`src/design/lir_pkg.sv`:
```
// shared types, constants and defaults of the linear interpolation resampler
`timescale 1ns / 1ps

package lir_pkg;

  localparam int SAMPLE_W = 16;
  localparam int STEP_W = 24;
  localparam int POS_W = 25;
  localparam int CFG_DATA_W = 24;
  localparam int CFG_INDEX_W = 2;

  localparam int DEF_MAX_OUTPUTS = 16;
  localparam int DEF_FRACTION_BITS = 16;

  // the fraction of the step times this must exceed one for interpolation
  localparam int BYPASS_SCALE = 1000;

  localparam int QUEUE_DEPTH = 2;

  // configuration register indexes
  localparam logic [CFG_INDEX_W-1:0] CFG_STEP = 2'd0;
  localparam logic [CFG_INDEX_W-1:0] CFG_STEREO = 2'd1;
  localparam logic [CFG_INDEX_W-1:0] CFG_WIDE = 2'd2;
  localparam logic [CFG_INDEX_W-1:0] CFG_BIG_ENDIAN = 2'd3;

  // configuration reset values
  localparam logic [STEP_W-1:0] STEP_RESET = 24'd65536;
  localparam logic STEREO_RESET = 1'b1;
  localparam logic WIDE_RESET = 1'b1;
  localparam logic BIG_ENDIAN_RESET = 1'b0;

  typedef struct packed {
    logic [7:0] byte0;
    logic [7:0] byte1;
    logic [7:0] byte2;
    logic [7:0] byte3;
  } in_item_t;

  typedef struct packed {
    logic signed [SAMPLE_W-1:0] left_sample;
    logic signed [SAMPLE_W-1:0] right_sample;
    logic last;
  } out_item_t;

  typedef struct packed {
    logic [STEP_W-1:0] step_q16;
    logic stereo;
    logic wide_samples;
    logic big_endian;
  } cfg_t;

  // one decoded frame on its way from the front to the back
  typedef struct packed {
    logic signed [SAMPLE_W-1:0] cur_l;
    logic signed [SAMPLE_W-1:0] cur_r;
    logic stereo;
    logic prime;
  } frame_t;

endpackage

```
`src/design/linear_interp_audio_resampler.sv`:
```
// top level of the linear interpolation audio resampler
`timescale 1ns / 1ps

// usage
// - in channel: one raw frame per transfer (byte0..byte3), in_valid / in_stall
// - out channel: left_sample, right_sample, last per transfer, out_valid / out_stall
// - config: cfg_write with cfg_index and cfg_data; step_q16, stereo, wide_samples,
//   big_endian; write only while no frame is in flight
// - the first frame after reset only primes the block and gives no result
// - a frame gives 0 to MAX_OUTPUTS_PER_FRAME results, the final one with last set
// - path: queue, position sequencer, issue stage, product stage, output register
// - throughput: one result per cycle while out_stall is low; the position sequencer
//   handles a frame in steps (pop, n issues, close), which sets the rate
// - a two-entry frame queue lets new frames come in while the back end works
// - out_stall with a result waiting freezes the whole interpolation pipeline; the queue then fills
//   and in_stall rises
// - reset (synchronous, active high) empties queue and pipeline, restores the
//   register defaults and clears the position and the primed state

module linear_interp_audio_resampler import lir_pkg::*; #(
  parameter int MAX_OUTPUTS_PER_FRAME = DEF_MAX_OUTPUTS,
  parameter int FRACTION_BITS = DEF_FRACTION_BITS
) (
  input  logic                   clk,
  input  logic                   rst,
  input  logic                   cfg_write,
  input  logic [CFG_INDEX_W-1:0] cfg_index,
  input  logic [CFG_DATA_W-1:0]  cfg_data,
  input  logic                   in_valid,
  output logic                   in_stall,
  input  in_item_t               in_data,
  output logic                   out_valid,
  input  logic                   out_stall,
  output out_item_t              out_data
);

  cfg_t cfg;

  // front to queue
  logic push;
  logic full;
  frame_t push_data;

  // queue to back
  logic q_valid;
  logic pop;
  frame_t q_data;

  // configuration registers, plain writes with no read-back
  always_ff @(posedge clk) begin
    if (rst) begin
      cfg.step_q16 <= STEP_RESET;
      cfg.stereo <= STEREO_RESET;
      cfg.wide_samples <= WIDE_RESET;
      cfg.big_endian <= BIG_ENDIAN_RESET;
    end else if (cfg_write) begin
      unique case (cfg_index)
        CFG_STEP:       cfg.step_q16 <= cfg_data[STEP_W-1:0];
        CFG_STEREO:     cfg.stereo <= cfg_data[0];
        CFG_WIDE:       cfg.wide_samples <= cfg_data[0];
        CFG_BIG_ENDIAN: cfg.big_endian <= cfg_data[0];
      endcase
    end
  end

  // byte unpacking, q1.15 conversion and priming mark
  lir_front u_front (
    .clk       (clk),
    .rst       (rst),
    .cfg       (cfg),
    .in_valid  (in_valid),
    .in_stall  (in_stall),
    .in_data   (in_data),
    .push      (push),
    .push_data (push_data),
    .full      (full)
  );

  // decouples frame intake from result generation
  lir_queue u_queue (
    .clk       (clk),
    .rst       (rst),
    .push      (push),
    .push_data (push_data),
    .full      (full),
    .q_valid   (q_valid),
    .q_data    (q_data),
    .pop       (pop)
  );

  // position stepping and interpolation, one result per cycle while the output is not stalled
  lir_back #(
    .MAX_OUTPUTS_PER_FRAME (MAX_OUTPUTS_PER_FRAME),
    .FRACTION_BITS         (FRACTION_BITS)
  ) u_back (
    .clk       (clk),
    .rst       (rst),
    .cfg       (cfg),
    .q_valid   (q_valid),
    .q_data    (q_data),
    .pop       (pop),
    .out_valid (out_valid),
    .out_stall (out_stall),
    .out_data  (out_data)
  );

endmodule

```
`src/design/lir_front.sv`:
```
// front end: takes raw frames, converts them to q1.15 and marks the priming frame
`timescale 1ns / 1ps

module lir_front import lir_pkg::*; (
  input  logic     clk,
  input  logic     rst,
  input  cfg_t     cfg,
  input  logic     in_valid,
  output logic     in_stall,
  input  in_item_t in_data,
  output logic     push,
  output frame_t   push_data,
  input  logic     full
);

  logic have_previous;
  logic signed [SAMPLE_W-1:0] left_q15;
  logic signed [SAMPLE_W-1:0] right_q15;

  assign in_stall = full;
  assign push = in_valid && !full;

  always_comb begin
    if (cfg.wide_samples) begin
      left_q15 = cfg.big_endian ? {in_data.byte0, in_data.byte1}
                                : {in_data.byte1, in_data.byte0};
      right_q15 = cfg.big_endian ? {in_data.byte2, in_data.byte3}
                                 : {in_data.byte3, in_data.byte2};
    end else begin
      // unsigned byte minus 128, moved to the top byte
      left_q15 = {~in_data.byte0[7], in_data.byte0[6:0], 8'h00};
      right_q15 = {~in_data.byte1[7], in_data.byte1[6:0], 8'h00};
    end
  end

  always_comb begin
    push_data.cur_l = left_q15;
    push_data.cur_r = cfg.stereo ? right_q15 : left_q15;
    push_data.stereo = cfg.stereo;
    push_data.prime = !have_previous;
  end

  always_ff @(posedge clk) begin
    if (rst) begin
      have_previous <= 1'b0;
    end else if (push) begin
      have_previous <= 1'b1;
    end
  end

endmodule

```
`src/design/lir_queue.sv`:
```
// short frame queue between the front and the back
`timescale 1ns / 1ps

module lir_queue import lir_pkg::*; (
  input  logic   clk,
  input  logic   rst,
  input  logic   push,
  input  frame_t push_data,
  output logic   full,
  output logic   q_valid,
  output frame_t q_data,
  input  logic   pop
);

  localparam int PtrW = (QUEUE_DEPTH > 1) ? $clog2(QUEUE_DEPTH) : 1;
  localparam int FillW = $clog2(QUEUE_DEPTH + 1);

  frame_t slots [QUEUE_DEPTH];
  logic [PtrW-1:0] wr_ptr;
  logic [PtrW-1:0] rd_ptr;
  logic [FillW-1:0] fill;

  assign full = (fill == FillW'(QUEUE_DEPTH));
  assign q_valid = (fill != '0);
  assign q_data = slots[rd_ptr];

  always_ff @(posedge clk) begin
    if (push) begin
      slots[wr_ptr] <= push_data;
    end
  end

  always_ff @(posedge clk) begin
    if (rst) begin
      wr_ptr <= '0;
      rd_ptr <= '0;
      fill <= '0;
    end else begin
      if (push) begin
        wr_ptr <= (wr_ptr == PtrW'(QUEUE_DEPTH - 1)) ? '0 : wr_ptr + PtrW'(1);
      end
      if (pop) begin
        rd_ptr <= (rd_ptr == PtrW'(QUEUE_DEPTH - 1)) ? '0 : rd_ptr + PtrW'(1);
      end
      unique case ({push, pop})
        2'b10: fill <= fill + FillW'(1);
        2'b01: fill <= fill - FillW'(1);
        default: fill <= fill;
      endcase
    end
  end

endmodule

```
`src/design/lir_back.sv`:
```
// back end: position sequencer and interpolation pipeline with output register
`timescale 1ns / 1ps

module lir_back import lir_pkg::*; #(
  parameter int MAX_OUTPUTS_PER_FRAME = DEF_MAX_OUTPUTS,
  parameter int FRACTION_BITS = DEF_FRACTION_BITS
) (
  input  logic      clk,
  input  logic      rst,
  input  cfg_t      cfg,
  input  logic      q_valid,
  input  frame_t    q_data,
  output logic      pop,
  output logic      out_valid,
  input  logic      out_stall,
  output out_item_t out_data
);

  localparam int CntW = $clog2(MAX_OUTPUTS_PER_FRAME + 1);
  localparam logic [CntW-1:0] CntMax = CntW'(MAX_OUTPUTS_PER_FRAME);
  localparam logic [POS_W-1:0] PosOne = POS_W'(1) << FRACTION_BITS;
  localparam logic [POS_W:0] PosLimit = (POS_W + 1)'(PosOne) + ((POS_W + 1)'(1) << STEP_W);
  localparam int ScaleW = FRACTION_BITS + 10;
  localparam int ProdW = FRACTION_BITS + SAMPLE_W + 2;
  localparam logic signed [ProdW-1:0] Half = $signed(ProdW'(1) << (FRACTION_BITS - 1));

  // sequencer state
  logic busy;
  logic [CntW-1:0] count;
  logic [POS_W-1:0] pos;
  logic signed [SAMPLE_W-1:0] cur_l, cur_r, prev_l, prev_r;
  logic cur_stereo;

  // issue stage
  logic s1_valid;
  logic [FRACTION_BITS-1:0] s1_frac;
  logic signed [SAMPLE_W:0] s1_dl, s1_dr;
  logic signed [SAMPLE_W-1:0] s1_bl, s1_br;
  logic s1_stereo, s1_last;

  // product stage
  logic s2_valid;
  logic signed [ProdW-1:0] s2_pl, s2_pr;
  logic signed [SAMPLE_W-1:0] s2_bl, s2_br;
  logic s2_stereo, s2_last;

  logic en, more, issue, finish, issue_last, interpolate;
  logic [ScaleW-1:0] step_scaled;
  logic [POS_W-1:0] pos_step;
  logic [FRACTION_BITS-1:0] frac;
  logic signed [ProdW-1:0] sh_l, sh_r;
  logic signed [SAMPLE_W-1:0] res_l, res_r;

  // whole pipeline holds while a result waits on a stalled receiver
  assign en = !out_valid || !out_stall;

  assign step_scaled = ScaleW'(cfg.step_q16[FRACTION_BITS-1:0]) * ScaleW'(BYPASS_SCALE);
  assign interpolate = step_scaled > (ScaleW'(1) << FRACTION_BITS);

  assign more = (pos < PosOne) && (count < CntMax);
  assign issue = busy && more && en;
  assign finish = busy && !more;
  assign pos_step = pos + POS_W'(cfg.step_q16);
  assign issue_last = (pos_step >= PosOne) || (count + CntW'(1) == CntMax);
  assign frac = interpolate ? pos[FRACTION_BITS-1:0] : '0;
  assign pop = !busy && q_valid;

  always_ff @(posedge clk) begin
    if (rst) begin
      busy <= 1'b0;
      count <= '0;
      pos <= '0;
      prev_l <= '0;
      prev_r <= '0;
      s1_valid <= 1'b0;
      s2_valid <= 1'b0;
      out_valid <= 1'b0;
    end else begin
      if (pop) begin
        if (q_data.prime) begin
          prev_l <= q_data.cur_l;
          prev_r <= q_data.cur_r;
        end else begin
          busy <= 1'b1;
          count <= '0;
        end
      end else if (issue) begin
        pos <= pos_step;
        count <= count + CntW'(1);
      end else if (finish) begin
        if (pos >= PosOne) begin
          pos <= pos - PosOne;
        end
        prev_l <= cur_l;
        prev_r <= cur_r;
        busy <= 1'b0;
      end
      if (en) begin
        s1_valid <= issue;
        s2_valid <= s1_valid;
        out_valid <= s2_valid;
      end
    end
  end

  always_ff @(posedge clk) begin
    if (pop) begin
      cur_l <= q_data.cur_l;
      cur_r <= q_data.cur_r;
      cur_stereo <= q_data.stereo;
    end
  end

  assign sh_l = s2_pl >>> FRACTION_BITS;
  assign sh_r = s2_pr >>> FRACTION_BITS;
  assign res_l = s2_bl + sh_l[SAMPLE_W-1:0];
  assign res_r = s2_br + sh_r[SAMPLE_W-1:0];

  always_ff @(posedge clk) begin
    if (en) begin
      // prev + round((cur - prev) * frac)
      s1_frac <= frac;
      s1_dl <= {cur_l[SAMPLE_W-1], cur_l} - {prev_l[SAMPLE_W-1], prev_l};
      s1_dr <= {cur_r[SAMPLE_W-1], cur_r} - {prev_r[SAMPLE_W-1], prev_r};
      s1_bl <= prev_l;
      s1_br <= prev_r;
      s1_stereo <= cur_stereo;
      s1_last <= issue_last;

      s2_pl <= s1_dl * $signed({1'b0, s1_frac}) + Half;
      s2_pr <= s1_dr * $signed({1'b0, s1_frac}) + Half;
      s2_bl <= s1_bl;
      s2_br <= s1_br;
      s2_stereo <= s1_stereo;
      s2_last <= s1_last;

      out_data.left_sample <= res_l;
      out_data.right_sample <= s2_stereo ? res_r : res_l;
      out_data.last <= s2_last;
    end
  end

  // the final result of a frame is never followed by another issue of that frame
  assert property (@(posedge clk) disable iff (rst) issue && issue_last |=> !issue)
    else $error("issue after the last result of a frame");

  // a frame always ends with a closing cycle after its last issue
  assert property (@(posedge clk) disable iff (rst) issue |=> busy)
    else $error("frame closed in the cycle of an issue");

  // position stays at or below one plus the largest step
  assert property (@(posedge clk) disable iff (rst) {1'b0, pos} < PosLimit)
    else $error("position out of range");

endmodule
```
`config.mk`:
```
export PLATFORM = sky130hd
export DESIGN_NAME = linear_interp_audio_resampler
export DESIGN_NICKNAME = d
export VERILOG_FILES = /design/src/design/lir_pkg.sv /design/src/design/linear_interp_audio_resampler.sv /design/src/design/lir_front.sv /design/src/design/lir_queue.sv /design/src/design/lir_back.sv
export SDC_FILE = /design/constraint.sdc
export NUM_CORES = 2
export LEC_CHECK = 0
export BUFFER_PORTS_ARGS = -buffer_cell sky130_fd_sc_hd__buf_2
export CELL_PAD_IN_SITES_DETAIL_PLACEMENT = 1
export CELL_PAD_IN_SITES_GLOBAL_PLACEMENT = 1
export CORE_AREA = 2 2 372 374
export DETAILED_ROUTE_END_ITERATION = 10
export DIE_AREA = 0 0 374 376
export PLACE_DENSITY = 0.5
export SYNTH_ARGS = -nofsm -noshare
export SYNTH_HDL_FRONTEND = slang
export SYNTH_SLANG_ARGS = --single-unit
```
`constraint.sdc`:
```
create_clock -name clk -period 9.8 [get_ports clk]
set_input_delay 0.98 -clock clk [delete_from_list [all_inputs] [get_ports clk]]
set_output_delay 0.98 -clock clk [all_outputs]
set_load 0.05 [all_outputs]
```
### Yosys cells after proc, flatten, opt, wreduce, memory -nomap -nowiden

Memories as Yosys holds them, arrays and structs flattened. A register that Yosys moved wholly into a read port is not among the register bits.
Cells that the tools add are included.

| storage, ports and cells | value |
|---|---|
| flip-flop bits (word level) | 346 |
| bits in writable memories | 68 |
| logic and storage cells | 130 |
| input bits | 63 |
| memories kept | 1 |

| operators by class | value |
|---|---|
| equality and inequality tests | 10 |
| mux-type cells | 31 |
| bitwise operators | 3 |
| $add $sub $neg | 13 |
| $lt $le $gt $ge | 5 |
| multipliers | 3 |
| reductions and logical operators | 29 |

Memories:

| name | depth | bits a word | rd ports | clocked after Yosys merged registers in | write ports | RTL line | source |
|---|---|---|---|---|---|---|---|
| u_queue.slots | 2 | 34 | 1 | 1 | 1 | lir_queue.sv:18 | `frame_t slots [QUEUE_DEPTH];` |

Operators by type and width:

| operator | number |
|---|---|
| $mux W16 | 14 |
| $mux W25 | 3 |
| $add A32 B17 Y32 const B | 2 |
| $mul A17 B17 Y32 | 2 |
| $ge A25 B17 Y1 const B | 2 |
| $sub A16 B16 Y17 | 2 |
| $add A16 B16 Y16 | 2 |
| $gt A26 B17 Y1 const B | 1 |
| $add A25 B24 Y25 | 1 |
| $lt A25 B17 Y1 const B | 1 |
| $sub A25 B17 Y25 const B | 1 |
| $mul A16 B7 Y23 const B | 1 |
| $mux W5 | 3 |
| $reduce_bool A2 Y1 | 6 |
| $mux W1 | 10 |
| $reduce_and A2 Y1 | 5 |
| $reduce_and A3 Y1 | 3 |
| $eq A2 B2 Y1 const B | 4 |
| $logic_and A1 B1 Y1 | 6 |
| $logic_not A1 Y1 | 6 |
| $ne A2 B2 Y1 const B | 3 |
| $add A5 B1 Y5 const B | 1 |
| $eq A5 B5 Y1 const B | 1 |
| $lt A5 B5 Y1 const B | 1 |
| other kinds (8) | 13 |

### Logic depth before layout (Yosys ltp)

| depth | value |
|---|---|
| depth in word-level cells | 7 |
| mapped depth | 24 |
| gate-level depth less buffers | 23 |

### Hierarchy

Synthesis repeated with hierarchy kept, for this count alone.

| unflattened totals | value |
|---|---|
| cells, all modules | 3991 |
| area, all modules | 41003.1 um2 |

Modules (own cells, without submodules):

| module | cells each | area each (um2) | sequential area each (um2) | instances |
|---|---|---|---|---|
| lir_back | 3647 | 36293.6 | 7807.5 | 1 |
| lir_queue | 128 | 2652.5 | 2142.1 | 1 |
| linear_interp_audio_resampler | 118 | 1227.4 | 540.5 | 1 |
| lir_front | 98 | 829.5 | 20.0 | 1 |

### Worst setup path before layout

OpenSTA, ideal clock, no wires.

| timing path | value |
|---|---|
| path kind | input port to flip-flop |
| from | input out_stall |
| to | register u_back.pos[19] |
| stages | 6 |
| data arrival time | 6364 ps |
| buffers on the path | 0 |
| data required time | 9730 ps |
| path slack | 3365 ps |
| library setup time | 70 ps |
| cells stage by stage | nand2_1 nand3_1 a211oi_2 nand2b_1 or3_1 a21oi_1 |

| between the ends | value |
|---|---|
| cells in the longest elaborated chain, start to end | 5 |
| elaborated cells between the ends (all ways) | 7 |
| classes of those cells | mux (1); reduce/logical (6) |

RTL lines:

| element | RTL line | source |
|---|---|---|
| from (decl) | linear_interp_audio_resampler.sv:33 | `input logic out_stall,` |
| $logic_not A1 Y1 (*) | lir_back.sv:55 | `assign en = !out_valid \|\| !out_stall;` |
| $logic_or A1 B1 Y1 (*) | lir_back.sv:55 |  |
| $logic_and A1 B1 Y1 (*) | lir_back.sv:61 | `assign issue = busy && more && en;` |
| $reduce_bool A2 Y1 (no line) | n/a |  |
| $reduce_and A3 Y1 (no line) | n/a |  |
| to (signal assigned) | lir_back.sv:88 | `pos <= pos_step;` |
| to (signal assigned) | lir_back.sv:92 | `pos <= pos - PosOne;` |
| to (decl) | lir_back.sv:30 | `logic [POS_W-1:0] pos;` |

Every way passes the cells marked *; elsewhere a longest branch is shown, timed or not.
A chain may end at the register's enable or synchronous reset.

### Worst setup path after layout

| timing path | value |
|---|---|
| from | register u_back.s1_frac[10] |
| to | register u_back.s2_pr[31], data pin |

| between the ends | value |
|---|---|
| cells in the longest elaborated chain, start to end | 2 |

RTL lines:

| element | RTL line | source |
|---|---|---|
| from (decl) | lir_back.sv:36 | `logic [FRACTION_BITS-1:0] s1_frac;` |
| from (signal assigned) | lir_back.sv:122 | `s1_frac <= frac;` |
| $mul A17 B17 Y32 | lir_back.sv:131 | `s2_pr <= s1_dr * $signed({1'b0, s1_frac}) + Half;` |
| $add A32 B17 Y32 | lir_back.sv:131 |  |
| to (signal assigned) | lir_back.sv:131 |  |
| to (decl) | lir_back.sv:43 | `logic signed [ProdW-1:0] s2_pl, s2_pr;` |

No other way between the ends.

==> run metrics <==
Detail Placement HPWL=87.3 mm; summed instance area of the synthesized netlist=40800 um^2; DR iter-0 viols=1008; synthesized netlist net count=5030; net total in the final layout=5103; buffer count from post-CTS setup fixing=0; final worst path period need=7.38 ns; actual transition at the worst max-transition pin=1.06 ns; # hold bufs at CTS=0; proportion of layout cells with a drive suffix above 1=8.10%; via count of the first global-routing pass=30300; required time at the worst-slack endpoint=10.17 ns; Async S/R FF share, synth=0%; remaining design rule violation count=0; die outline width=374 um; crit share post-route=75.3%; number of warnings issued by yosys=0; Setup violations, final=0; Tightest Hold Check Type=register to register; Syn-to-layout area delta=10.5%; depth of the most critical reg-to-reg path=22; average instance area after synthesis=10.1 um^2; number of placed I/O pins=98; pin count of the biggest net entering global routing=84; CP arrival=7.74 ns; clk_lat worst skew=0.63 ns; max-cap viol count=0; share of synthesized area occupied by flip-flops and latches=25.8%; Initial Util=29.8%; clock edge transition at the registers on the reported setup and hold paths=0.06 ns; most frequent cells after synthesis=875 x sky130_fd_sc_hd__inv_1, 591 x sky130_fd_sc_hd__fa_1, 361 x sky130_fd_sc_hd__nand2_1; H-tree level count=2; global-route usage over all layers=16.3%; Max Transition Viols Final=0; total gr overflow=0; achievable clock frequency=0.136 GHz; cell accounting for the most synthesized area=sky130_fd_sc_hd__fa_1; critical path type=register to register; critical path peak fanout=18; most frequently used cell type in the post-synthesis netlist=sky130_fd_sc_hd__inv_1; clk buf depth=3; largest voltage drop on the vdd net=155 uV; total count of hold-check failures in the final report=0; via count=27300; antenna violations before repair=12; placeable core area=137000 um^2; setup repair after global routing missed its margin=false; flip-flop and latch count after synthesis=383; die outline area=141000 um^2; Post-Route WL=111 mm; post-synthesis instance total=4049; skew final=0.0396 ns; clock tree root buffer cell=sky130_fd_sc_hd__clkbuf_16; overall die height=376 um; setup TNS=0 ns; number of cells upsized or downsized after cts=0; CP startpoint kind=register; TritonCTS clock tree=done; remaining number of nets flagged by the antenna check after routing=0; via count normalized by instance count=4.59; post-detailed-route wirelength per cell=18.7 um; largest cells by area after synthesis=sky130_fd_sc_hd__fa_1 29%, sky130_fd_sc_hd__edfxtp_1 21%, sky130_fd_sc_hd__ha_1 10%, sky130_fd_sc_hd__inv_1 8.1%, sky130_fd_sc_hd__and2_1 5.2%; Distinct cells, synth=71; drt pass-1 iters=5; clock sink count=383; critical path endpoint category=register; result of the run=complete, no violations; power density of the placed cells=200 nW/um^2; site row count=136; number of flops mapped to enable cells by yosys=284; global-route wire length before repair=178 mm; count of port buffers added during placement=97; Final Wtd Congestion=0.770; total clock buffers created by CTS=46; portion of synthesized cell area occupied by the leading cell type=29.0%; Hold Crit Depth=0; overall power after layout=0.00902 W; Slew Limit Headroom=29.5%; most common flop cell mapped by yosys=sky130_fd_sc_hd__edfxtp_1; LEAKAGE=21.3 nW
state kept, by name (all words and copies together) (netlist names), 17 cells and up, named ones only:
signal           cells
u_queue.slots       68
u_back.pos          25
u_back.s1_dr        17
u_back.s1_dl        17
u_back.out_data     33
cfg                 27
layout make-up:
cell class | count | area, um^2
diodes | 1 | 2.50
clock buffers | 56 | 1240
clock inverters | 28 | 347
fillers | 15500 | 91600
inverters | 876 | 3290
multi-input cells | 2663 | 26500
flip-flops and latches | 383 | 10500
well taps | 1794 | 2240
repair buffers | 152 | 901
cells by family (layout without fill, tap and decap cells):
| family | count (synthesis) | in the layout | share of synthesized area [%] |
|---|---|---|---|
| flops | 383 | 383 | 25.8 |
| other cells | 0 | 1 | 0 |
| compound gates | 409 | 409 | 6.35 |
| mux | 142 | 142 | 3.73 |
| buf+inv | 1003 | 1112 | 9.24 |
| fa+ha+maj | 918 | 918 | 39.0 |
| simple gates | 1057 | 1057 | 12.9 |
| xor+xnor | 137 | 137 | 2.94 |
path summary, 6_finish.rpt:
kind / from / to / slack [ns]
hold reg to reg: u_back.s1_br[3]$_DFFE_PN_ / u_back.s2_br[3]$_DFFE_PN_ / 0.41
setup / recovery: u_back.s1_frac[10]$_SDFFCE_PP0N_ / u_back.s2_pr[31]$_DFFE_PN_ / 2.42
hold / removal: u_back.s1_br[3]$_DFFE_PN_ / u_back.s2_br[3]$_DFFE_PN_ / 0.41
setup reg to reg: u_back.s1_frac[10]$_SDFFCE_PP0N_ / u_back.s2_pr[31]$_DFFE_PN_ / 2.42
worst max-delay path, stage by stage (launching register included):
cell,delay (ns)
sky130_fd_sc_hd__edfxtp_1,0.96
sky130_fd_sc_hd__buf_4,0.42
sky130_fd_sc_hd__nand2_1,0.12
sky130_fd_sc_hd__fa_1,0.52
sky130_fd_sc_hd__inv_1,0.05
sky130_fd_sc_hd__fa_1,0.49
sky130_fd_sc_hd__inv_1,0.06
sky130_fd_sc_hd__fa_1,0.53
sky130_fd_sc_hd__inv_1,0.05
sky130_fd_sc_hd__fa_1,0.47
sky130_fd_sc_hd__fa_1,0.49
sky130_fd_sc_hd__inv_1,0.05
sky130_fd_sc_hd__fa_1,0.49
sky130_fd_sc_hd__inv_1,0.04
sky130_fd_sc_hd__ha_1,0.34
sky130_fd_sc_hd__nand3_1,0.15
sky130_fd_sc_hd__a2111oi_1,0.67
sky130_fd_sc_hd__o32a_4,0.36
sky130_fd_sc_hd__a21oi_4,0.10
sky130_fd_sc_hd__o2111ai_2,0.27
sky130_fd_sc_hd__a31oi_1,0.13
sky130_fd_sc_hd__nand2b_1,0.16
sky130_fd_sc_hd__a22o_1,0.20
cell usage in the layout, fill, tap and decap left out, types with 79 or more instances in the layout:
cell                         n
sky130_fd_sc_hd__nor2_1    155
sky130_fd_sc_hd__nand2_1   360
sky130_fd_sc_hd__mux2_2     79
sky130_fd_sc_hd__edfxtp_1  284
sky130_fd_sc_hd__o21ai_0    81
sky130_fd_sc_hd__buf_2      96
sky130_fd_sc_hd__fa_1      591
sky130_fd_sc_hd__and2_1    339
sky130_fd_sc_hd__a21oi_1   152
sky130_fd_sc_hd__ha_1      327
sky130_fd_sc_hd__dfxtp_1    99
sky130_fd_sc_hd__inv_1     875
sky130_fd_sc_hd__xnor2_1   101
per-stage QoR:
step / hold WS [ns] / worst slack, ns / utilization [%] / area, um^2 / cells
floorplan: 0.400 / 3.37 / - / 40800 / 4049
global placement: 0.402 / 2.53 / 31.8 / 43500 / 5868
detailed placement: 0.405 / 2.38 / 31.8 / 43500 / 5868
CTS: 0.414 / 2.33 / 33.0 / 45100 / 5952
global route: 0.417 / 1.98 / 33.0 / 45100 / 5952
finish: 0.414 / 2.42 / 33.0 / 45100 / 5953
layer usage:
| layer | track usage, % | share of wire (%) | wire [um] |
|---|---|---|---|
| met5 | 0 | 0 | 0 |
| met4 | 3.70 | 2.2 | 2480 |
| met3 | 1.48 | 2.7 | 2980 |
| met2 | 27.8 | 48 | 53300 |
| met1 | 22.3 | 47 | 52500 |
report_power, final:
group	switching, W	total (W)	internal (W)	leakage [nW]
clock network	0.000772	0.00182	0.00105	0.777
logic	0.00277	0.00435	0.00158	16.7
registers	0.000449	0.00286	0.00241	3.88
(Power assumes the default switching activity.)
